==> src/sv/dgat_pkg.sv <==
package dgat_pkg;

  // Occupancy grid bounds
  localparam int MAX_WIDTH  = 64;
  localparam int MAX_HEIGHT = 64;
  localparam int XW = $clog2(MAX_WIDTH);
  localparam int YW = $clog2(MAX_HEIGHT);

  // Config register file
  localparam int DIM_W  = 7;
  localparam int DATA_W = 32;
  localparam int ADDR_W = 3;
  localparam logic REG_WIDTH  = 1'b0;
  localparam logic REG_HEIGHT = 1'b1;

  // Request codes
  localparam logic REQ_SET   = 1'b0;
  localparam logic REQ_CLEAR = 1'b1;

  // Atlas position per corner mask {TL, TR, BL, BR}
  localparam logic [1:0] ATLAS_COL [16] = '{
    2'd0, 2'd1, 2'd0, 2'd3, 2'd0, 2'd1, 2'd2, 2'd1,
    2'd3, 2'd0, 2'd3, 2'd2, 2'd1, 2'd2, 2'd3, 2'd2
  };
  localparam logic [1:0] ATLAS_ROW [16] = '{
    2'd3, 2'd3, 2'd0, 2'd0, 2'd2, 2'd0, 2'd3, 2'd1,
    2'd3, 2'd1, 2'd2, 2'd0, 2'd2, 2'd2, 2'd1, 2'd1
  };

  // In-range edit handed from front to back
  typedef struct packed {
    logic          req_type;
    logic [XW-1:0] x;
    logic [YW-1:0] y;
    logic          col_lo_ok;  // column x-1 on the grid
    logic          col_hi_ok;  // column x+1 on the grid
    logic          row_up_ok;  // row y-1 on the grid
    logic          row_dn_ok;  // row y+1 on the grid
  } cmd_t;

  // Handshake between front queue and back sequencer
  typedef struct packed {
    logic valid;
    cmd_t cmd;
  } cmd_head_t;

endpackage

==> src/sv/dgat_if.sv <==


interface dgat_tile_if;
  logic       valid;
  logic       ready;
  logic [6:0] tile_x;
  logic [6:0] tile_y;
  logic [1:0] atlas_col;
  logic [1:0] atlas_row;
  logic       is_blank;
  logic       last;

  modport source (output valid, tile_x, tile_y, atlas_col, atlas_row, is_blank, last,
                  input ready);
  modport sink   (input valid, tile_x, tile_y, atlas_col, atlas_row, is_blank, last,
                  output ready);
endinterface

==> src/sv/dgat_back.sv <==
module dgat_back (
  input  logic                clk,
  input  logic                rst,
  input  dgat_pkg::cmd_head_t head,
  output logic                pop,
  dgat_tile_if.source         tile
);

  localparam int XW = dgat_pkg::XW;
  localparam int YW = dgat_pkg::YW;
  localparam int ROWS = dgat_pkg::MAX_HEIGHT;
  localparam int COLS = dgat_pkg::MAX_WIDTH;

  typedef enum logic [2:0] {
    S_IDLE,
    S_RD_UP,
    S_RD_MID,
    S_RD_DN,
    S_CHECK,
    S_EMIT
  } state_t;

  state_t           state;
  dgat_pkg::cmd_t   cur;
  logic [1:0]       k;
  logic [2:0]       nb_up;
  logic [2:0]       nb_dn;
  logic [COLS-1:0]  mid_row;

  // occupancy memory, one row per entry, row valid bits cleared at reset
  logic [COLS-1:0]  occ_mem [ROWS];
  logic             row_vld [ROWS];
  logic [COLS-1:0]  rd_row;
  logic             rd_row_vld;
  logic             mem_re;
  logic [YW-1:0]    rd_addr;
  logic             mem_we;
  logic [COLS-1:0]  wr_row;

  logic [COLS-1:0]  row_data;
  logic [XW-1:0]    xm1;
  logic [XW-1:0]    xp1;
  logic [2:0]       row3;
  logic             want;
  logic             cur_bit;
  logic [2:0]       mid3;
  logic [2:0]       top3;
  logic [2:0]       bot3;
  logic [1:0]       dx;
  logic [3:0]       mask;
  logic             out_load;

  assign row_data = rd_row_vld ? rd_row : '0;
  assign xm1      = cur.x - XW'(1);
  assign xp1      = cur.x + XW'(1);
  // three cells around column x; bit 0 is left, bit 2 is right
  assign row3     = {row_data[xp1] & cur.col_hi_ok, row_data[cur.x],
                     row_data[xm1] & cur.col_lo_ok};
  assign want     = (cur.req_type == dgat_pkg::REQ_SET);
  assign cur_bit  = mid_row[cur.x];
  assign mid3     = {mid_row[xp1] & cur.col_hi_ok, want, mid_row[xm1] & cur.col_lo_ok};

  always_comb begin
    mem_re  = 1'b0;
    rd_addr = cur.y;
    unique case (state)
      S_RD_UP: begin
        mem_re  = 1'b1;
        rd_addr = cur.y - YW'(1);
      end
      S_RD_MID: begin
        mem_re  = 1'b1;
        rd_addr = cur.y;
      end
      S_RD_DN: begin
        mem_re  = 1'b1;
        rd_addr = cur.y + YW'(1);
      end
      default: begin
        mem_re  = 1'b0;
        rd_addr = cur.y;
      end
    endcase
  end

  always_comb begin
    wr_row        = mid_row;
    wr_row[cur.x] = want;
  end

  assign mem_we = (state == S_CHECK) && (cur_bit != want);
  assign pop    = (state == S_IDLE) && head.valid;

  always_ff @(posedge clk) begin
    if (mem_we) begin
      occ_mem[cur.y] <= wr_row;
    end
    if (mem_re) begin
      rd_row <= occ_mem[rd_addr];
    end
  end

  always_ff @(posedge clk) begin
    if (rst) begin
      for (int i = 0; i < ROWS; i++) begin
        row_vld[i] <= 1'b0;
      end
      rd_row_vld <= 1'b0;
    end else begin
      if (mem_we) begin
        row_vld[cur.y] <= 1'b1;
      end
      if (mem_re) begin
        rd_row_vld <= row_vld[rd_addr];
      end
    end
  end

  // corner mask of display tile k: dx = k[0], dy = k[1]
  assign top3 = k[1] ? mid3 : nb_up;
  assign bot3 = k[1] ? nb_dn : mid3;
  assign dx   = {1'b0, k[0]};
  assign mask = {top3[dx], top3[dx + 2'd1], bot3[dx], bot3[dx + 2'd1]};

  assign out_load = (state == S_EMIT) && (!tile.valid || tile.ready);

  always_ff @(posedge clk) begin
    if (rst) begin
      state      <= S_IDLE;
      tile.valid <= 1'b0;
    end else begin
      if (out_load) begin
        tile.valid <= 1'b1;
      end else if (tile.ready) begin
        tile.valid <= 1'b0;
      end
      unique case (state)
        S_IDLE: begin
          if (head.valid) begin
            cur   <= head.cmd;
            state <= S_RD_UP;
          end
        end
        S_RD_UP: begin
          state <= S_RD_MID;
        end
        S_RD_MID: begin
          nb_up <= row3 & {3{cur.row_up_ok}};
          state <= S_RD_DN;
        end
        S_RD_DN: begin
          mid_row <= row_data;
          state   <= S_CHECK;
        end
        S_CHECK: begin
          nb_dn <= row3 & {3{cur.row_dn_ok}};
          k     <= 2'd0;
          state <= (cur_bit == want) ? S_IDLE : S_EMIT;
        end
        S_EMIT: begin
          if (out_load) begin
            tile.tile_x    <= {1'b0, cur.x} + 7'(k[0]);
            tile.tile_y    <= {1'b0, cur.y} + 7'(k[1]);
            tile.atlas_col <= dgat_pkg::ATLAS_COL[mask];
            tile.atlas_row <= dgat_pkg::ATLAS_ROW[mask];
            tile.is_blank  <= (mask == 4'd0);
            tile.last      <= (k == 2'd3);
            k              <= k + 2'd1;
            if (k == 2'd3) begin
              state <= S_IDLE;
            end
          end
        end
        default: begin
          state <= S_IDLE;
        end
      endcase
    end
  end

endmodule

==> src/flat_wrapper.sv <==
// flat-port wrapper written by rule: the top's interface ports become plain ports
module dgat_back_flat 
  (clk, rst, head, pop, tile_valid, tile_tile_x, tile_tile_y, tile_atlas_col, tile_atlas_row, tile_is_blank, tile_last, tile_ready);
  dgat_tile_if tile_i ();
  input  logic clk;
  input  logic rst;
  input  dgat_pkg::cmd_head_t head;
  output logic pop;
  output wire logic [$bits(tile_i.valid)-1:0] tile_valid;
  output wire logic [$bits(tile_i.tile_x)-1:0] tile_tile_x;
  output wire logic [$bits(tile_i.tile_y)-1:0] tile_tile_y;
  output wire logic [$bits(tile_i.atlas_col)-1:0] tile_atlas_col;
  output wire logic [$bits(tile_i.atlas_row)-1:0] tile_atlas_row;
  output wire logic [$bits(tile_i.is_blank)-1:0] tile_is_blank;
  output wire logic [$bits(tile_i.last)-1:0] tile_last;
  input wire logic [$bits(tile_i.ready)-1:0] tile_ready;
  assign tile_valid = tile_i.valid;
  assign tile_tile_x = tile_i.tile_x;
  assign tile_tile_y = tile_i.tile_y;
  assign tile_atlas_col = tile_i.atlas_col;
  assign tile_atlas_row = tile_i.atlas_row;
  assign tile_is_blank = tile_i.is_blank;
  assign tile_last = tile_i.last;
  assign tile_i.ready = tile_ready;
  dgat_back u_core (.clk(clk), .rst(rst), .head(head), .pop(pop), .tile(tile_i));
endmodule
==> config.mk <==
export PLATFORM = sky130hd
export DESIGN_NAME = dgat_back_flat
export DESIGN_NICKNAME = d
export VERILOG_FILES = /design/src/sv/dgat_pkg.sv /design/src/sv/dgat_if.sv /design/src/sv/dgat_back.sv /design/src/flat_wrapper.sv
export SDC_FILE = /design/constraint.sdc
export NUM_CORES = 2
export LEC_CHECK = 0
export BUFFER_PORTS_ARGS = -buffer_cell sky130_fd_sc_hd__buf_2
export CELL_PAD_IN_SITES_DETAIL_PLACEMENT = 2
export CELL_PAD_IN_SITES_GLOBAL_PLACEMENT = 2
export CORE_MARGIN = 10
export CORE_UTILIZATION = 55
export DETAILED_ROUTE_END_ITERATION = 12
export HOLD_SLACK_MARGIN = 0.15
export PLACE_DENSITY = 0.86
export SLEW_MARGIN = 5
export SYNTH_ARGS = -nofsm -noshare
export SYNTH_HDL_FRONTEND = slang
export SYNTH_MEMORY_MAX_BITS = 65536
export SYNTH_SLANG_ARGS = --single-unit
==> constraint.sdc <==
create_clock -name clk -period 15.2 [get_ports clk]
set_clock_uncertainty 0.05 [all_clocks]
set_input_delay 0.76 -clock clk [delete_from_list [all_inputs] [get_ports clk]]
set_output_delay 0.76 -clock clk [all_outputs]
set_load 0.01 [all_outputs]
==> impl_metrics.tcl, run 1 <==
set metrics [dict create \
    synth_top_area_share_pct 75.17 \
    failed_stage "detailed placement (3_5_place_dp)" \
    error "[ERROR DPL-0033] detailed placement checks failed during check placement." \
    ys_warn_count 0 \
    die_height_um 576.8 \
    numPortBuffers 42 \
    syn-num-nets 7819 \
    syn_avg_cell_area_um2 21.90 \
    syn_area_mm2 0.1705 \
    synth.area.top_cells "edfxtp_1, mux4_2, mux2i_1" \
    rows 204 \
    synth_cell_type_count 70 \
    fp.dieW_um 576.8 \
    synth_area_leader_cell "edfxtp_1" \
    synth_edf_count 4269 \
    gp_routability_congestion 0.9203 \
    outcome "did not finish" \
    initial_core_util_pct 55.22 \
    syn_inst 7786 \
    synthArstFlopShare_pct 0 \
    ys_dominant_reg_cell "edfxtp_1" \
    boundaryPins 43 \
    dp.final_hpwl_um 452000 \
    synth-seq-cells 4338 \
    yosysSeqAreaShare_pct 75.98 \
]
## through the flow
step,setup slack (ns),std cells,hold WS (ns),instance area (µm²)
2_1_floorplan,7.833,7786,0.3730,170500
3_3_place_gp,8.508,11750,0.3910,177400
## cell usage after synthesis, types with 5 or more instances
master,n
mux2_2,42
o22ai_1,13
mux4_2,1170
buf_4,44
inv_1,10
and2_1,323
or2_2,5
mux2i_1,282
xnor2_1,15
nor3b_1,5
buf_1,77
edfxtp_1,4269
nand2b_1,7
nor3_1,67
and3_1,5
nor2_1,49
ha_1,11
o21a_1,59
o21ai_0,72
buf_2,144
nand3b_1,12
a21oi_1,278
a211oi_1,263
nand3_1,21
nand2_1,87
dfxtp_1,69
xor2_1,11
nor2b_1,6
clkbuf_1,217
a311oi_1,6
o31ai_1,68
buf_6,11
## logic make-up after synthesis
group                      share of synthesized area [%]
muxes                                              17.39
and+or+nand+nor                                    1.997
xor gates and xnor gates                          0.1592
buffers and inverters                              1.371
adders and majority gates                        0.09245
DFF                                                75.98
AOI/OAI and AO/OA                                  3.007
==> inputs of run 2 (changes only) <==
Settings changed: CELL_PAD_IN_SITES_DETAIL_PLACEMENT 2 to not set, CELL_PAD_IN_SITES_GLOBAL_PLACEMENT 2 to not set, CORE_UTILIZATION 55 to 40, HOLD_SLACK_MARGIN 0.15 to not set, PLACE_DENSITY 0.86 to not set, PLACE_DENSITY_LB_ADDON set to 0.15.
==> run 2 against run 1 <==
The flow now finishes without violations. Synthesized area unchanged. Synthesized cell count unchanged.
==> impl_metrics.tcl, run 2 <==
set metrics [dict create \
    outcome "complete, no violations" \
    drt_iter0_drc 9817 \
    syn_avg_cell_area_um2 21.90 \
    crit_fanout 62 \
    cp-start-kind "flip-flop" \
    viasPerCell 5.909 \
    drive_above_1_share_pct 27.88 \
    grt_usage_pct 21.53 \
    multi_input_area_mm2 0.03996 \
    fin_nets 8150 \
    path_common_cell "buf_4" \
    cts_buffers 455 \
    grt_max_degree 112 \
    dp.final_hpwl_um 270300 \
    tightest_slew_ns 1.316 \
    fmax_ghz 0.1459 \
    grt_pass1_vias 85530 \
    synth_edf_count 4269 \
    synth_area_leader_cell "edfxtp_1" \
    drt_first_pass_iters 6 \
    ir_drop_uv 112.0 \
    htreeDepth 5 \
    setup_viol 0 \
    syn_inst 7786 \
    cp.required_ns 15.71 \
    cts_setup_buffers 0 \
    slew_headroom_pct 12.25 \
    grt_pass1_wl_um 693400 \
    fillers 35170 \
    die_area_mm2 0.4528 \
    core_mm2 0.4243 \
    numPortBuffers 42 \
    hold_buffers 15 \
    die_height_um 672.9 \
    overflow 0 \
    ys_dominant_reg_cell "edfxtp_1" \
    synth_top_area_share_pct 75.17 \
    synthArstFlopShare_pct 0 \
    cp_cell_sequence "buf_4, buf_4, nor2_1, nand2_1, a21oi_1, a211oi_1, o221ai_1, nor4_1, o211ai_4, buf_4, or2_1, nor2_4, buf_4" \
    rsz0062_at_grt "false" \
    drv_slew 0 \
    slowest_delay_ns 0.96 \
    gp_routability_congestion 0.8531 \
    end_kind "flip-flop" \
    ys_warn_count 0 \
    rows 239 \
    fin_crit_sh_pct 45.11 \
    final_antenna_net_count 0 \
    synth_cell_type_count 70 \
    drc 0 \
    final_common_cell "edfxtp_1" \
    largest_reg_flops 4096 \
    postCtsResizedCells 0 \
    critPathArrivalTime_ns 7.36 \
    maxCapViolCount 0 \
    cts_tree "built" \
    synth-seq-cells 4338 \
    hp-class "in -> reg" \
    num_vias 83860 \
    top_register "u_core.occ_mem" \
    synth.area.top_cells "edfxtp_1, mux4_2, mux2i_1" \
    synth_common_cells "edfxtp_1, mux4_2, and2_1" \
    clock_path_buffers 4 \
    initial_core_util_pct 40.19 \
    tns_ns 0 \
    clock_latency_ns 1.01 \
    syn-num-nets 7819 \
    syn_area_mm2 0.1705 \
    antenna_found_initial 30 \
    leakage_uw 0.06009 \
    min_period_ns 6.856 \
    clk_transition_reported_paths_ns 0.06 \
    yosysMostFrequentCell "edfxtp_1" \
    final_cell_mix "edfxtp_1, mux4_2, clkbuf_16" \
    fp.dieW_um 672.9 \
    clockRootBuffer "clkbuf_16" \
    critPathSlowestCell "edfxtp_1" \
    critical_path_class "reg -> reg" \
    powerDensity_mw_per_mm2 139.0 \
    wl_per_cell_um 35.00 \
    wl_um 496800 \
    seq_area_mm2 0.1296 \
    fin_util_pct 45.83 \
    boundaryPins 43 \
    hold_viol 0 \
    areaGrowthSynthToFinish_pct 14.04 \
    yosysSeqAreaShare_pct 75.98 \
    clock-sinks 4338 \
]
-- run 2: cell counts after synthesis --
No cell type changed its count.
-- run 2: layer usage --
| metal | wire, µm | vias to the layer above | track usage, % |
|---|---|---|---|
| met3 | 29190 | 710 | 2.534 |
| li1 | - | 33720 | - |
| met2 | 240500 | 3060 | 35.30 |
| met4 | 17390 | 2 | 6.803 |
| met5 | 13 | - | 0 |
| met1 | 209700 | 46360 | 30.33 |
-- run 2: path summary, 6_finish.rpt --
path,startpoint,to,slack [ns],cells past startpoint
setup / recovery,u_core.cur[10],u_core.occ_mem[19][3],8.34,13
hold / removal,head[17],u_core.state[0],0.13,3
setup reg to reg,u_core.cur[10],u_core.occ_mem[19][3],8.34,13
hold reg to reg,u_core.row_vld[28],u_core.row_vld[28],0.41,1
-- run 2: final cells by class --
type | count | share of cell area [%]
Inverter | 13 | 0.02509
Tap cell | 5663 | 3.643
Multi-Input combinational cell | 2940 | 20.55
Antenna cell | 26 | 0.03345
Clock inverter | 288 | 1.409
Clock buffer | 554 | 6.137
Sequential cell | 4338 | 66.63
Timing Repair Buffer | 369 | 1.576
-- run 2: power breakdown --
group / switching (µW) / internal, µW
Sequential: 137 / 13100
Combinational: 1610 / 1190
Clock: 4660 / 6330
-- run 2: kinds of logic after synthesis --
kind of cell    Yosys count  share of synthesized area [%]
flops                  4338                          75.98
xor+xnor                 28                         0.1592
buf+inv                 508                          1.371
mux                    1495                          17.39
simple gates            608                          1.997
compound gates          797                          3.007
fa+ha+maj                12                        0.09245
-- run 2: metrics by stage --
step	setup slack [ns]	power [µW]	cells	hold slack, ns	instance area (µm²)
6_report	8.344	27030	14190	0.1260	194500
5_1_grt	7.987	27870	14190	0.08797	194500
4_1_cts	8.384	27280	14170	0.04046	194400
3_5_place_dp	8.488	16320	13310	0.3978	179600
3_3_place_gp	8.360	16320	13310	0.3913	179600
2_1_floorplan	7.833	15310	7786	0.3730	170500
-- run 2: critical path, delay by kind of cell, from the launching register on --
kind,cells,cell delay [ns]
buf+inv,4,2.41
simple gates,5,2.08
flops,1,0.96
compound gates,4,0.65
Power figures use the tool's default switching activity.
