### config.mk
export PLATFORM = sky130hd
export DESIGN_NAME = dgat_front_flat
export DESIGN_NICKNAME = d
export VERILOG_FILES = /design/src/sv/dgat_pkg.sv /design/src/sv/dgat_if.sv /design/src/sv/dgat_front.sv /design/src/flat_wrapper.sv
export SDC_FILE = /design/constraint.sdc
export NUM_CORES = 1
export LEC_CHECK = 0
export ABC_AREA = 1
export BUFFER_PORTS_ARGS = -buffer_cell sky130_fd_sc_hd__buf_2
export CAP_MARGIN = 25
export CORE_MARGIN = 2
export CORE_UTILIZATION = 54
export CTS_CLUSTER_SIZE = 24
export DETAILED_ROUTE_END_ITERATION = 12
export HOLD_SLACK_MARGIN = 0.03
export PLACE_DENSITY = 0.78
export REMOVE_ABC_BUFFERS = 1
export SLEW_MARGIN = 20
export SYNTH_ARGS = -nofsm -noshare
export SYNTH_HDL_FRONTEND = slang
export SYNTH_SLANG_ARGS = --single-unit
### constraint.sdc
create_clock -name clk -period 3.5 [get_ports clk]
set_input_delay 0.175 -clock clk [delete_from_list [all_inputs] [get_ports clk]]
set_output_delay 0.175 -clock clk [all_outputs]
set_load 0.005 [all_outputs]
### src/sv/dgat_pkg.sv
package dgat_pkg;

  // Occupancy grid bounds
  localparam int MAX_WIDTH  = 64;
  localparam int MAX_HEIGHT = 64;
  localparam int XW = $clog2(MAX_WIDTH);
  localparam int YW = $clog2(MAX_HEIGHT);

  // Config register file
  localparam int DIM_W  = 7;
  localparam int DATA_W = 32;
  localparam int ADDR_W = 3;
  localparam logic REG_WIDTH  = 1'b0;
  localparam logic REG_HEIGHT = 1'b1;

  // Request codes
  localparam logic REQ_SET   = 1'b0;
  localparam logic REQ_CLEAR = 1'b1;

  // Atlas position per corner mask {TL, TR, BL, BR}
  localparam logic [1:0] ATLAS_COL [16] = '{
    2'd0, 2'd1, 2'd0, 2'd3, 2'd0, 2'd1, 2'd2, 2'd1,
    2'd3, 2'd0, 2'd3, 2'd2, 2'd1, 2'd2, 2'd3, 2'd2
  };
  localparam logic [1:0] ATLAS_ROW [16] = '{
    2'd3, 2'd3, 2'd0, 2'd0, 2'd2, 2'd0, 2'd3, 2'd1,
    2'd3, 2'd1, 2'd2, 2'd0, 2'd2, 2'd2, 2'd1, 2'd1
  };

  // In-range edit handed from front to back
  typedef struct packed {
    logic          req_type;
    logic [XW-1:0] x;
    logic [YW-1:0] y;
    logic          col_lo_ok;  // column x-1 on the grid
    logic          col_hi_ok;  // column x+1 on the grid
    logic          row_up_ok;  // row y-1 on the grid
    logic          row_dn_ok;  // row y+1 on the grid
  } cmd_t;

  // Handshake between front queue and back sequencer
  typedef struct packed {
    logic valid;
    cmd_t cmd;
  } cmd_head_t;

endpackage

### src/sv/dgat_if.sv
interface dgat_req_if;
  logic              valid;
  logic              ready;
  logic              req_type;
  logic signed [7:0] cell_x;
  logic signed [7:0] cell_y;

  modport source (output valid, req_type, cell_x, cell_y, input ready);
  modport sink   (input valid, req_type, cell_x, cell_y, output ready);
endinterface


### src/sv/dgat_front.sv
module dgat_front (
  input  logic                         clk,
  input  logic                         rst,
  dgat_req_if.sink                     req,
  input  logic [dgat_pkg::DIM_W-1:0]   grid_width,
  input  logic [dgat_pkg::DIM_W-1:0]   grid_height,
  output dgat_pkg::cmd_head_t          head,
  input  logic                         pop
);

  localparam int QDEPTH = 2;
  localparam int PW = $clog2(QDEPTH);

  logic [dgat_pkg::DIM_W-1:0] eff_w;
  logic [dgat_pkg::DIM_W-1:0] eff_h;
  logic                       in_range;
  logic                       push;
  dgat_pkg::cmd_t             cmd_in;

  dgat_pkg::cmd_t             q [QDEPTH];
  logic [PW-1:0]              wr_ptr;
  logic [PW-1:0]              rd_ptr;
  logic [PW:0]                count;

  // clamp size registers to the grid bounds
  assign eff_w = (grid_width > dgat_pkg::DIM_W'(dgat_pkg::MAX_WIDTH)) ?
                 dgat_pkg::DIM_W'(dgat_pkg::MAX_WIDTH) : grid_width;
  assign eff_h = (grid_height > dgat_pkg::DIM_W'(dgat_pkg::MAX_HEIGHT)) ?
                 dgat_pkg::DIM_W'(dgat_pkg::MAX_HEIGHT) : grid_height;

  assign in_range = !req.cell_x[7] && !req.cell_y[7] &&
                    (req.cell_x[6:0] < eff_w) && (req.cell_y[6:0] < eff_h);

  always_comb begin
    cmd_in.req_type  = req.req_type;
    cmd_in.x         = req.cell_x[dgat_pkg::XW-1:0];
    cmd_in.y         = req.cell_y[dgat_pkg::YW-1:0];
    cmd_in.col_lo_ok = (req.cell_x[6:0] != 7'd0);
    cmd_in.row_up_ok = (req.cell_y[6:0] != 7'd0);
    cmd_in.col_hi_ok = ((req.cell_x[6:0] + 7'd1) < eff_w);
    cmd_in.row_dn_ok = ((req.cell_y[6:0] + 7'd1) < eff_h);
  end

  // out-of-range beats are taken and dropped here
  assign req.ready = (count != (PW+1)'(QDEPTH));
  assign push      = req.valid && req.ready && in_range;

  assign head.valid = (count != '0);
  assign head.cmd   = q[rd_ptr];

  always_ff @(posedge clk) begin
    if (push) begin
      q[wr_ptr] <= cmd_in;
    end
  end

  always_ff @(posedge clk) begin
    if (rst) begin
      wr_ptr <= '0;
      rd_ptr <= '0;
      count  <= '0;
    end else begin
      if (push) begin
        wr_ptr <= wr_ptr + PW'(1);
      end
      if (pop) begin
        rd_ptr <= rd_ptr + PW'(1);
      end
      case ({push, pop})
        2'b10:   count <= count + (PW+1)'(1);
        2'b01:   count <= count - (PW+1)'(1);
        default: count <= count;
      endcase
    end
  end

endmodule

### src/flat_wrapper.sv
// flat-port wrapper written by rule: the top's interface ports become plain ports
module dgat_front_flat 
  (clk, rst, grid_width, grid_height, head, pop, req_valid, req_req_type, req_cell_x, req_cell_y, req_ready);
  dgat_req_if req_i ();
  input  logic clk;
  input  logic rst;
  input  logic [dgat_pkg::DIM_W-1:0] grid_width;
  input  logic [dgat_pkg::DIM_W-1:0] grid_height;
  output dgat_pkg::cmd_head_t head;
  input  logic pop;
  input wire logic [$bits(req_i.valid)-1:0] req_valid;
  input wire logic [$bits(req_i.req_type)-1:0] req_req_type;
  input wire logic [$bits(req_i.cell_x)-1:0] req_cell_x;
  input wire logic [$bits(req_i.cell_y)-1:0] req_cell_y;
  output wire logic [$bits(req_i.ready)-1:0] req_ready;
  assign req_i.valid = req_valid;
  assign req_i.req_type = req_req_type;
  assign req_i.cell_x = req_cell_x;
  assign req_i.cell_y = req_cell_y;
  assign req_ready = req_i.ready;
  dgat_front u_core (.clk(clk), .rst(rst), .req(req_i), .grid_width(grid_width), .grid_height(grid_height), .head(head), .pop(pop));
endmodule
==> load_flow_metrics.sql, run 1 <==
INSERT INTO impl_metrics (metric_group, metric, value, unit) VALUES
('run_status', 'run_status', 'finished clean', ''),
('drt', 'avgViaCountPerCell', '5.01', ''),
('setup_path', 'setup.worst_path.class', 'in -> reg', ''),
('logic_synthesis', 'yosys.area.top_type', 'edfxtp_1', ''),
('pwr', 'sw_frac_of_total', '0.251', ''),
('floorplan', 'initial_core_util', '0.573', ''),
('logic_synthesis', 'synth.most_common_cell', 'nand2_1', ''),
('placement', 'numPortBuffers', '53', ''),
('clock_network', 'ctsHtreeMaxLevel', '2', ''),
('cells_and_area', 'num-fill-cells', '314', ''),
('logic_synthesis', 'avgSynthCellArea', '10.4', 'µm²'),
('floorplan', 'design.core.area', '4090', 'µm²'),
('floorplan', 'design.portCount', '54', ''),
('min_path', 'path_class_of_the_lowest_slack_min_delay_path', 'in -> reg', ''),
('clock_network', 'clk_latency', '290', 'ps'),
('clock_network', 'cts_inserted_buffers', '5', ''),
('timing', 'highest_clock_rate', '419', 'MHz'),
('clock_network', 'tritoncts_clock_tree', 'yes', ''),
('logic_synthesis', 'synth.top_cell.area_share', '0.436', ''),
('global_routing', 'first_global_vias', '1603', ''),
('timing', 'drv_slew', '0', ''),
('drt', 'route.detailed.drc', '0', ''),
('timing', 'fin_crit_sh', '0.682', ''),
('global_routing', 'grt_usage', '0.186', ''),
('drt', 'postRouteAntennaNets', '0', ''),
('setup_path', 'cp-end-kind', 'register', ''),
('logic_synthesis', 'synth_top_cells_by_area', 'edfxtp_1 (44%), ha_1 (15%), mux2_1 (8.2%), nand2_1 (6.6%), dfxtp_1 (4.3%)', ''),
('timing', 'fin_skew', '2.16', 'ps'),
('drt', 'drt_wl_total', '4.26', 'mm'),
('global_routing', 'largest_net_degree_at_the_start_of_global_routing', '18', ''),
('placement', 'gp_congestion', '0.792', ''),
('global_routing', 'grt_antenna_before_repair', '0', ''),
('drt', 'routedLengthMet1', '2.06', 'mm'),
('drt', 'detailroute.wirelength.met2', '1.99', 'mm'),
('floorplan', 'placementRows', '23', ''),
('logic_synthesis', 'synth_edf_count', '34', ''),
('clock_network', 'ctsHoldBuffers', '0', ''),
('timing', 'timing.slew.headroom', '0.495', ''),
('clock_network', 'numClockSinks', '39', ''),
('cells_and_area', 'multi_input_comb_area', '1110', 'µm²'),
('logic_synthesis', 'async_flop_share', '0', ''),
('global_routing', 'grt.overflow.total', '0', ''),
('timing', 'finalSetupViolCount', '0', ''),
('pwr', 'p_sw', '273', 'µW'),
('timing', 'final.min_clock_period', '2390', 'ps'),
('clock_network', 'cts-resized-gates', '0', ''),
('pwr', 'power.static_leakage', '0.00127', 'µW'),
('clock_network', 'clk_root_buffer_cell', 'clkbuf_8', ''),
('timing', 'finalSetupTns', '0', 'ps'),
('drt', 'met3RoutedLength', '161', 'µm'),
('drt', 'drt_first_pass_iters', '4', ''),
('cells_and_area', 'post_route_cells_drive_above_1_share', '0.248', ''),
('pwr', 'vdd_drop_max', '0.000163', 'V'),
('timing', 'tightestPinTransition', '756', 'ps'),
('setup_path', 'arrival_time_reported_for_the_critical_path_endpoint', '2320', 'ps'),
('logic_synthesis', 'postSynthCellCount', '226', ''),
('logic_synthesis', 'synth.yosys.warnings', '0', ''),
('pwr', 'clock_power_share', '0.343', ''),
('setup_path', 'cp-start-kind', 'input port', ''),
('floorplan', 'design.die.area', '4880', 'µm²'),
('setup_path', 'timing.critical_path.fanout_max', '17', ''),
('logic_synthesis', 'synth.lib_cells_used.distinct', '24', ''),
('pwr', 'p_int', '813', 'µW'),
('pwr', 'seq_power_share', '0.486', ''),
('cells_and_area', 'area.sequential', '1120', 'µm²'),
('cells_and_area', 'synthesis_to_finish_area_growth', '18.7', '%'),
('drt', 'num_vias', '1684', ''),
('setup_path', 'cp_data_required_time', '3430', 'ps'),
('drt', 'initialDrtViolationCount', '98', ''),
('timing', 'report.final.hold_viol_count', '0', ''),
('drt', 'final_routed_wire_length_divided_by_cell_count', '12.7', 'µm');
-- per-layer routing --
| metal | track usage | up-vias |
|---|---|---|
| li1 | - | 894 |
| met4 | 0.0620 | 0 |
| met5 | 0 | - |
| met1 | 0.256 | 747 |
| met3 | 0.0332 | 6 |
| met2 | 0.297 | 37 |
-- registers in the layout, indices dropped and copies added, names as in the netlist, named ones only --
register,count
u_core.wr_ptr,1
u_core.q,34
u_core.count,2
u_core.rd_ptr,1
-- critical path: stages --
cell	delay, ps
buf_2	100
nor2_1	90
nand2_1	50
o31ai_1	440
nand2_1	170
ha_1	330
nand2_1	60
nand2_1	50
nand3_1	60
nand2_1	60
nor2_2	130
nand4_1	110
inv_1	490
-- through the flow --
step | instances | hold slack (ps) | util | instance area, µm² | worst slack [ps]
2_1_floorplan | 224 | 247 | - | 2330 | 819
4_1_cts | 336 | 72.3 | 0.680 | 2780 | 1090
3_5_place_dp | 328 | 374 | 0.653 | 2670 | 783
5_1_grt | 336 | 65.3 | 0.680 | 2780 | 799
3_3_place_gp | 328 | 372 | 0.653 | 2670 | 856
6_report | 336 | 76.4 | 0.680 | 2780 | 1110
-- final cells by class --
type                            instances  share of cell area
Clock inverter                          3              0.0158
Sequential cell                        39               0.403
Inverter                               27              0.0365
Tap cell                               50              0.0225
Timing Repair Buffer                   54              0.0981
Clock buffer                            5              0.0248
Multi-Input combinational cell        158               0.399
-- placed cells by master, fill, tap and decap left out, drive strengths merged, types with 3 or more instances in the layout --
| master | synthesis | final |
|---|---|---|
| buf | 2 | 54 |
| nand2 | 42 | 42 |
| edfxtp | 34 | 34 |
| ha | 29 | 29 |
| inv | 25 | 25 |
| nor2 | 19 | 19 |
| mux2 | 17 | 17 |
| nand3 | 13 | 13 |
| a21oi | 12 | 12 |
| xor2 | 9 | 9 |
| dfxtp | 5 | 5 |
| clkbuf | 0 | 5 |
| nand3b | 4 | 4 |
| o21ai | 4 | 4 |
| clkinv | 2 | 4 |
| xnor2 | 3 | 3 |
-- power groups by stage --
stage,clock network (µW),logic (µW),registers (µW)
global route,396,215,531
global placement,0,179,539
CTS,376,186,529
finish,373,185,528
detailed placement,0,183,539
floorplan,0,113,536
-- kinds of logic after synthesis --
family | share of synthesized area
AO/OA/AOI/OAI | 0.0374
flip-flops | 0.479
XOR/XNOR | 0.0449
multiplexers | 0.0817
buffers and inverters | 0.0475
adder cells (fa/ha/maj) | 0.155
AND/OR/NAND/NOR | 0.155
-- worst paths after layout --
path                   start               to  slack (ps)  cells past startpoint
min reg2reg  u_core.count[1]  u_core.count[1]         490                      1
min             req_req_type  u_core.q[0][16]          80                      1
max           grid_height[4]   u_core.q[1][1]        1110                     13
max reg2reg  u_core.count[0]   u_core.q[1][1]        1680                      8
Power figures use the tool's default switching activity.
==> run 2, diff against run 1 <==
Clock period 3.5 ns to 2.35 ns, I/O delays scaled along.
==> run 2 against run 1 <==
Compared with the run above:
- register-to-register slack lost 1100 ps
- worst hold slack gained 18 ps
- combinational power grew 59%
- design area grew 2.3%
- sequential power grew 47%
- non-clock buffer count grew 5
- sequential share of layout area shrank 0.89 points
- global-route usage grew 0.47 points
- wire length grew 3.8%
- largest cell class unchanged
- largest power group unchanged
==> load_flow_metrics.sql, run 2 (same netlist as run 1, synthesis figures left out) <==
INSERT INTO impl_metrics (metric_group, metric, value, unit) VALUES
('run_status', 'run_status', 'finished clean', ''),
('setup_path', 'worst_r2r_startpoint', 'u_core.count[0]', ''),
('cells_and_area', 'post_route_cells_drive_above_1_share', '0.251', ''),
('clock_network', 'clk_latency', '280', 'ps'),
('floorplan', 'initial_core_util', '0.573', ''),
('floorplan', 'design.die.area', '4880', 'µm²'),
('clock_network', 'post_cts.repair.setup_buffers', '0', ''),
('min_path', 'hp-start', 'req_cell_y[0]', ''),
('global_routing', 'grt.overflow.total', '0', ''),
('timing', 'finalSetupViolCount', '0', ''),
('setup_path', 'cp-end-kind', 'register', ''),
('cells_and_area', 'antennaDiodeCount', '0', ''),
('cells_and_area', 'max_flop_register', 'u_core.q', ''),
('cells_and_area', 'final_net_count', '354', ''),
('timing', 'fin_worst_hold_slack', '94.2', 'ps'),
('pwr', 'power.static_leakage', '0.00130', 'µW'),
('drt', 'num_vias', '1784', ''),
('timing', 'report.final.hold_viol_count', '0', ''),
('clock_network', 'tritoncts_clock_tree', 'yes', ''),
('timing', 'timing.slew.headroom', '0.831', ''),
('drt', 'drt_wl_total', '4.42', 'mm'),
('timing', 'drv_slew', '0', ''),
('floorplan', 'die_height', '69.9', 'µm'),
('setup_path', 'arrival_time_reported_for_the_critical_path_endpoint', '2320', 'ps'),
('setup_path', 'setup.worst_path.class', 'in -> reg', ''),
('cells_and_area', 'mostFrequentLayoutCell', 'buf_2', ''),
('cells_and_area', 'max_ffs_per_register', '34', ''),
('timing', 'highest_clock_rate', '476', 'MHz'),
('drt', 'routedLengthMet1', '1.99', 'mm'),
('placement', 'dp_hpwl', '3.41', 'mm'),
('pwr', 'p_per_area', '564', 'nW/µm²'),
('placement', 'gp_congestion', '0.837', ''),
('global_routing', 'grt_pass1_wl', '7.38', 'mm'),
('drt', 'final_routed_wire_length_divided_by_cell_count', '13.0', 'µm'),
('pwr', 'sw_frac_of_total', '0.244', ''),
('global_routing', 'grt_usage', '0.190', ''),
('min_path', 'path_class_of_the_lowest_slack_min_delay_path', 'in -> reg', ''),
('pwr', 'report.power.total', '1600', 'µW'),
('pwr', 'vdd_drop_max', '0.000271', 'V'),
('clock_network', 'cts_inserted_buffers', '5', ''),
('clock_network', 'cts_buffer_depth', '2', ''),
('pwr', 'p_comb_frac', '0.184', ''),
('clock_network', 'numClockSinks', '39', ''),
('pwr', 'clock_power_share', '0.332', ''),
('drt', 'detailroute.wirelength.met2', '2.13', 'mm'),
('setup_path', 'timing.critical_path.fanout_max', '5', ''),
('floorplan', 'placementRows', '23', ''),
('clock_network', 'ctsHoldBuffers', '2', ''),
('clock_network', 'ctsHtreeMaxLevel', '2', ''),
('global_routing', 'grt_antenna_before_repair', '0', ''),
('cells_and_area', 'synthesis_to_finish_area_growth', '21.4', '%'),
('pwr', 'seq_power_share', '0.484', ''),
('timing', 'setup_repair_after_global_routing_missed_its_margin', 'false', ''),
('drt', 'postRouteAntennaNets', '0', ''),
('cells_and_area', 'biggest_registers_after_layout', 'u_core.q: 34 flops, u_core.count: 2 flops', ''),
('timing', 'fin_skew', '5.03', 'ps'),
('cells_and_area', 'most-common-layout-cells', 'buf_2 (53), nand2_1 (41), edfxtp_1 (34), ha_1 (29), inv_1 (19)', ''),
('cells_and_area', 'final_std_cell_area_no_fill', '2840', 'µm²'),
('clock_network', 'clk_root_buffer_cell', 'clkbuf_8', ''),
('global_routing', 'first_global_vias', '1703', ''),
('placement', 'placed_cell_area', '2720', 'µm²'),
('timing', 'final.min_clock_period', '2100', 'ps'),
('pwr', 'p_int', '1210', 'µW'),
('drt', 'initialDrtViolationCount', '116', ''),
('floorplan', 'die_width', '69.9', 'µm'),
('setup_path', 'cp-start-kind', 'input port', ''),
('timing', 'fin_crit_sh', '0.895', ''),
('drt', 'route.detailed.drc', '0', ''),
('timing', 'tightestPinTransition', '253', 'ps'),
('clock_network', 'cts-resized-gates', '0', ''),
('drt', 'top_layer_used', 'met4', ''),
('setup_path', 'setup.worst_path.start', 'grid_height[4]', ''),
('job', 'cap_violations', '0', ''),
('setup_path', 'cp_data_required_time', '2570', 'ps'),
('pwr', 'p_sw', '391', 'µW'),
('clock_network', 'clkTransAtPathRegs', '70', 'ps'),
('global_routing', 'largest_net_degree_at_the_start_of_global_routing', '18', ''),
('floorplan', 'design.core.area', '4090', 'µm²'),
('floorplan', 'design.portCount', '54', ''),
('drt', 'avgViaCountPerCell', '5.23', ''),
('drt', 'drt_first_pass_iters', '4', ''),
('drt', 'met3RoutedLength', '215', 'µm'),
('placement', 'numPortBuffers', '53', '');
[run 2: cell types whose count changed in the layout (fill, tap and decap cells not counted)]
cell	change
clkinv_4	-1
dlygate4sd3_1	+2
buf_4	+1
buf_12	+2
clkinv_1	+1
[run 2: final cells by class]
| cell class | count | area (µm²) |
|---|---|---|
| Tap cell | 50 | 62.6 |
| Timing Repair Buffer | 59 | 340 |
| Fill cell | 304 | 1240 |
| Inverter | 27 | 101 |
| Clock buffer | 5 | 68.8 |
| Multi-Input combinational cell | 158 | 1110 |
| Sequential cell | 39 | 1120 |
| Clock inverter | 3 | 38.8 |
[run 2: metal layers]
| layer | up-vias | GRT usage |
|---|---|---|
| li1 | 906 | - |
| met1 | 816 | 0.232 |
| met2 | 53 | 0.324 |
| met3 | 9 | 0.0390 |
| met4 | 0 | 0.0855 |
| met5 | - | 0 |
[run 2: worst paths after layout]
| kind | end | slack, ps | depth (start not counted) |
|---|---|---|---|
| hold / removal | u_core.q[0][4] | 90 | 1 |
| hold reg to reg | u_core.count[1] | 500 | 1 |
| setup / recovery | u_core.count[1] | 250 | 19 |
| setup reg to reg | u_core.count[1] | 580 | 13 |
[run 2: power by group through the flow]
stage	clock, µW	combinational (µW)	sequential (µW)
final	531	295	776
after global routing	571	339	778
after CTS	544	298	776
after detailed placement	0	291	792
after global placement	0	282	791
after floorplan	0	168	798
[run 2: stage by stage]
stage	util	worst slack (ps)	setup TNS [ps]	std cells
finish	0.696	247	0	341
global route	0.696	19.8	0	341
CTS	0.696	252	0	341
detailed placement	0.664	-28.2	-28.2	331
global placement	0.664	57.3	0	331
floorplan	-	-274	-4650	224
[run 2: worst max-delay path: stages]
cell,delay (ps)
buf_2,100
nor2_1,100
nand2_1,60
o31ai_1,190
buf_4,170
nand2_1,70
ha_1,290
nand2_1,60
nand2_1,40
nand3_1,50
nand2_1,60
nor2_2,130
nand3_2,100
ha_1,310
a21oi_1,120
o21ai_0,90
inv_1,80
o21ai_1,60
a21oi_1,100
==> run 3, diff against run 2 <==
Settings changed: ABC_AREA 1 to default, SETUP_SLACK_MARGIN from default to 0.02.
==> run 3 against run 2 <==
Compared with the run above:
- core utilization down 1.2 points
- highest routed layer unchanged
- first-iteration DRC count is 27% lower
- register-to-register slack worse by 130 ps
- sequential cell count unchanged
- global-route usage is 0.33 points higher
- non-clock buffer count fell by 3
- critical path depth fell by 8
- sequential power grew 1%
- clock power up 22%
- design area is 3.1% lower
- clock-buffer cell count rose by 1
- area after synthesis fell by 2.7%
==> load_flow_metrics.sql, run 3 <==
INSERT INTO impl_metrics (metric_group, metric, value, unit) VALUES
('cells_and_area', 'max_ffs_per_register', '34', ''),
('placement', 'numPortBuffers', '53', ''),
('floorplan', 'die_height', '69.0', 'µm'),
('cells_and_area', 'final_net_count', '311', ''),
('pwr', 'vdd_drop_max', '0.000280', 'V'),
('clock_network', 'cts_buffer_depth', '2', ''),
('drt', 'postRouteAntennaNets', '0', ''),
('logic_synthesis', 'synth.top_cell.area_share', '0.448', ''),
('logic_synthesis', 'synth_edf_count', '34', ''),
('logic_synthesis', 'synth-compound-area-share', '0.0730', ''),
('cells_and_area', 'final_std_cell_area_no_fill', '2750', 'µm²'),
('clock_network', 'cts_inserted_buffers', '5', ''),
('floorplan', 'design.portCount', '54', ''),
('clock_network', 'ctsHtreeMaxLevel', '2', ''),
('logic_synthesis', 'avgSynthCellArea', '12.2', 'µm²'),
('timing', 'fin_skew', '8.65', 'ps'),
('setup_path', 'cp_data_required_time', '2580', 'ps'),
('drt', 'num_vias', '1568', ''),
('logic_synthesis', 'synth.most_common_cell', 'edfxtp_1', ''),
('drt', 'final_routed_wire_length_divided_by_cell_count', '14.1', 'µm'),
('floorplan', 'die_width', '69.0', 'µm'),
('timing', 'final_critical_path_setup_slack', '282', 'ps'),
('timing', 'finalSetupViolCount', '0', ''),
('timing', 'highest_clock_rate', '484', 'MHz'),
('setup_path', 'setup.worst_path.class', 'in -> reg', ''),
('global_routing', 'grt_pass1_wl', '6.64', 'mm'),
('placement', 'detailedPlace.worstSlack', '-35.8', 'ps'),
('drt', 'initialDrtViolationCount', '85', ''),
('cells_and_area', 'max_flop_register', 'u_core.q', ''),
('logic_synthesis', 'postSynth.topFlopCell', 'edfxtp_1', ''),
('floorplan', 'placementRows', '23', ''),
('timing', 'drv_slew', '0', ''),
('logic_synthesis', 'post_synth_most_frequent_cells', 'edfxtp_1 (34), ha_1 (29), mux2_2 (17), nand2_1 (16), nor2_1 (14)', ''),
('cells_and_area', 'biggest_registers_after_layout', 'u_core.q: 34 flops, u_core.count: 2 flops', ''),
('cells_and_area', 'num-fill-cells', '296', ''),
('logic_synthesis', 'post_synth_xor_area_fraction', '0.0500', ''),
('floorplan', 'design.die.area', '4750', 'µm²'),
('placement', 'dp_hpwl', '3.11', 'mm'),
('timing', 'tightestPinTransition', '725', 'ps'),
('logic_synthesis', 'synth_top_cells_by_area', 'edfxtp_1 (45%), ha_1 (16%), mux2_2 (8.4%), dfxtp_1 (4.4%), xnor2_1 (3.1%)', ''),
('pwr', 'p_per_area', '620', 'nW/µm²'),
('global_routing', 'grt.overflow.total', '0', ''),
('setup_path', 'cp-start-kind', 'input port', ''),
('global_routing', 'first_global_vias', '1488', ''),
('setup_path', 'arrival_time_reported_for_the_critical_path_endpoint', '2290', 'ps'),
('cells_and_area', 'synthesis_to_finish_area_growth', '20.9', '%'),
('clock_network', 'tritoncts_clock_tree', 'yes', ''),
('logic_synthesis', 'synth.yosys.warnings', '0', ''),
('drt', 'drt_wl_total', '4.21', 'mm'),
('logic_synthesis', 'postSynthCellCount', '186', ''),
('logic_synthesis', 'async_flop_share', '0', ''),
('floorplan', 'design.core.area', '4030', 'µm²'),
('cells_and_area', 'post_route_cells_drive_above_1_share', '0.347', ''),
('drt', 'avgViaCountPerCell', '5.26', ''),
('job', 'cap_violations', '0', ''),
('placement', 'placed_cell_area', '2610', 'µm²'),
('timing', 'report.final.hold_viol_count', '0', ''),
('drt', 'drt_first_pass_iters', '4', ''),
('setup_path', 'cp-end-kind', 'register', ''),
('logic_synthesis', 'postSynthRegisterBits', '39', ''),
('cells_and_area', 'most-common-layout-cells', 'buf_2 (53), edfxtp_1 (34), ha_1 (29), mux2_2 (17), nand2_1 (16)', ''),
('global_routing', 'grt_usage', '0.194', ''),
('logic_synthesis', 'syn_area', '2280', 'µm²'),
('cells_and_area', 'final_instance_count_excl_fillers', '298', ''),
('floorplan', 'initial_core_util', '0.566', ''),
('setup_path', 'setup.worst_path.start', 'grid_height[6]', ''),
('logic_synthesis', 'synth.lib_cells_used.distinct', '33', ''),
('clock_network', 'clk_latency', '290', 'ps'),
('cells_and_area', 'mostFrequentLayoutCell', 'buf_2', ''),
('timing', 'setup_repair_after_global_routing_missed_its_margin', 'false', ''),
('timing', 'final.min_clock_period', '2070', 'ps'),
('clock_network', 'cts-resized-gates', '0', ''),
('setup_path', 'timing.critical_path.fanout_max', '6', ''),
('timing', 'timing.slew.headroom', '0.516', ''),
('global_routing', 'grt_antenna_before_repair', '0', ''),
('logic_synthesis', 'yosys-mux-area-fraction', '0.0906', ''),
('timing', 'fin_crit_sh', '0.880', ''),
('clock_network', 'clk_root_buffer_cell', 'clkbuf_8', ''),
('clock_network', 'numClockSinks', '39', ''),
('logic_synthesis', 'synth-simple-area-share', '0.114', ''),
('pwr', 'report.power.total', '1710', 'µW'),
('run_status', 'run_status', 'finished clean', ''),
('placement', 'gp_congestion', '0.827', ''),
('min_path', 'hp-start', 'rst', ''),
('placement', 'placedCellCount', '289', ''),
('clock_network', 'clkTransAtPathRegs', '70', 'ps'),
('logic_synthesis', 'share_of_the_yosys_chip_area_belonging_to_registers', '0.492', ''),
('logic_synthesis', 'yosys.area.top_type', 'edfxtp_1', ''),
('min_path', 'path_class_of_the_lowest_slack_min_delay_path', 'in -> reg', ''),
('setup_path', 'worst_r2r_startpoint', 'u_core.count[0]', ''),
('pwr', 'power.static_leakage', '0.00117', 'µW'),
('logic_synthesis', 'synthAdderAreaFrac', '0.159', ''),
('logic_synthesis', 'synth_top_family_by_area', 'adder cells', ''),
('cells_and_area', 'antennaDiodeCount', '0', ''),
('global_routing', 'largest_net_degree_at_the_start_of_global_routing', '18', ''),
('drt', 'route.detailed.drc', '0', '');
## run 3: cell count changes in the layout (fill, tap and decap cells not counted), sizes merged, moves of 2 or more
cell    delta
nand2     -26
a21o       +4
buf        -2
nand3      -3
a211oi     +2
xor2       -4
clkinv     -4
a21oi      -4
o311ai     +2
nor2       -5
inv       -15
xnor2      +5
nand3b     -2
## run 3: kinds of logic (layout without fill, tap and decap cells)
logic type / after synthesis / count (layout)
adder cells (fa/ha/maj): 29 / 29
XOR/XNOR: 13 / 13
AO/OA/AOI/OAI: 23 / 23
multiplexers: 18 / 18
AND/OR/NAND/NOR: 52 / 52
buffers and inverters: 12 / 74
flip-flops: 39 / 39
## run 3: cell type report
cell class | count | area, µm² | area share
clock buffer | 6 | 72.6 | 0.0264
sequential | 39 | 1120 | 0.407
clock inverter | 2 | 60.1 | 0.0218
multi-input combinational | 135 | 1110 | 0.403
inverter | 10 | 37.5 | 0.0136
timing repair buffer | 56 | 290 | 0.105
tap | 50 | 62.6 | 0.0227
## run 3: where the power goes
part | internal (µW) | total (µW) | switching [µW]
registers | 769 | 786 | 17.5
logic | 136 | 276 | 140
clock network | 424 | 646 | 222
## run 3: routing by layer
layer,vias to the layer above,part of all wire,GRT usage
met5,-,0,0
met4,0,0.014,0.0662
met2,41,0.48,0.309
met1,714,0.45,0.262
met3,6,0.049,0.0422
li1,807,-,-
## run 3: worst paths after layout
check,end,slack [ps],cells after the start
max reg2reg,u_core.count[1],450,7
max,u_core.count[1],280,11
min,u_core.rd_ptr,80,2
min reg2reg,u_core.count[1],520,2
## run 3: worst max-delay path: stages
cell and delay (ps):
buf_2 110, inv_1 140, nand2_1 110, ha_1 300
a21oi_1 140, o21ai_1 110, nor3_4 230, o311ai_4 150
ha_1 330, or3_1 390, a21oi_1 150
## run 3: through the flow
stage	hold slack, ps	setup TNS, ps	utilization
5_1_grt	75.4	0	0.684
3_5_place_dp	322	-35.8	0.648
2_1_floorplan	187	0	-
6_report	75.5	0	0.684
3_3_place_gp	314	0	0.648
4_1_cts	66.3	0	0.684
## run 3: timing repair
item                                   4_1_cts  5_1_grt
endpoints found under the hold margin        2        0
hold buffers                                 1        0
buffers inserted                             0        0
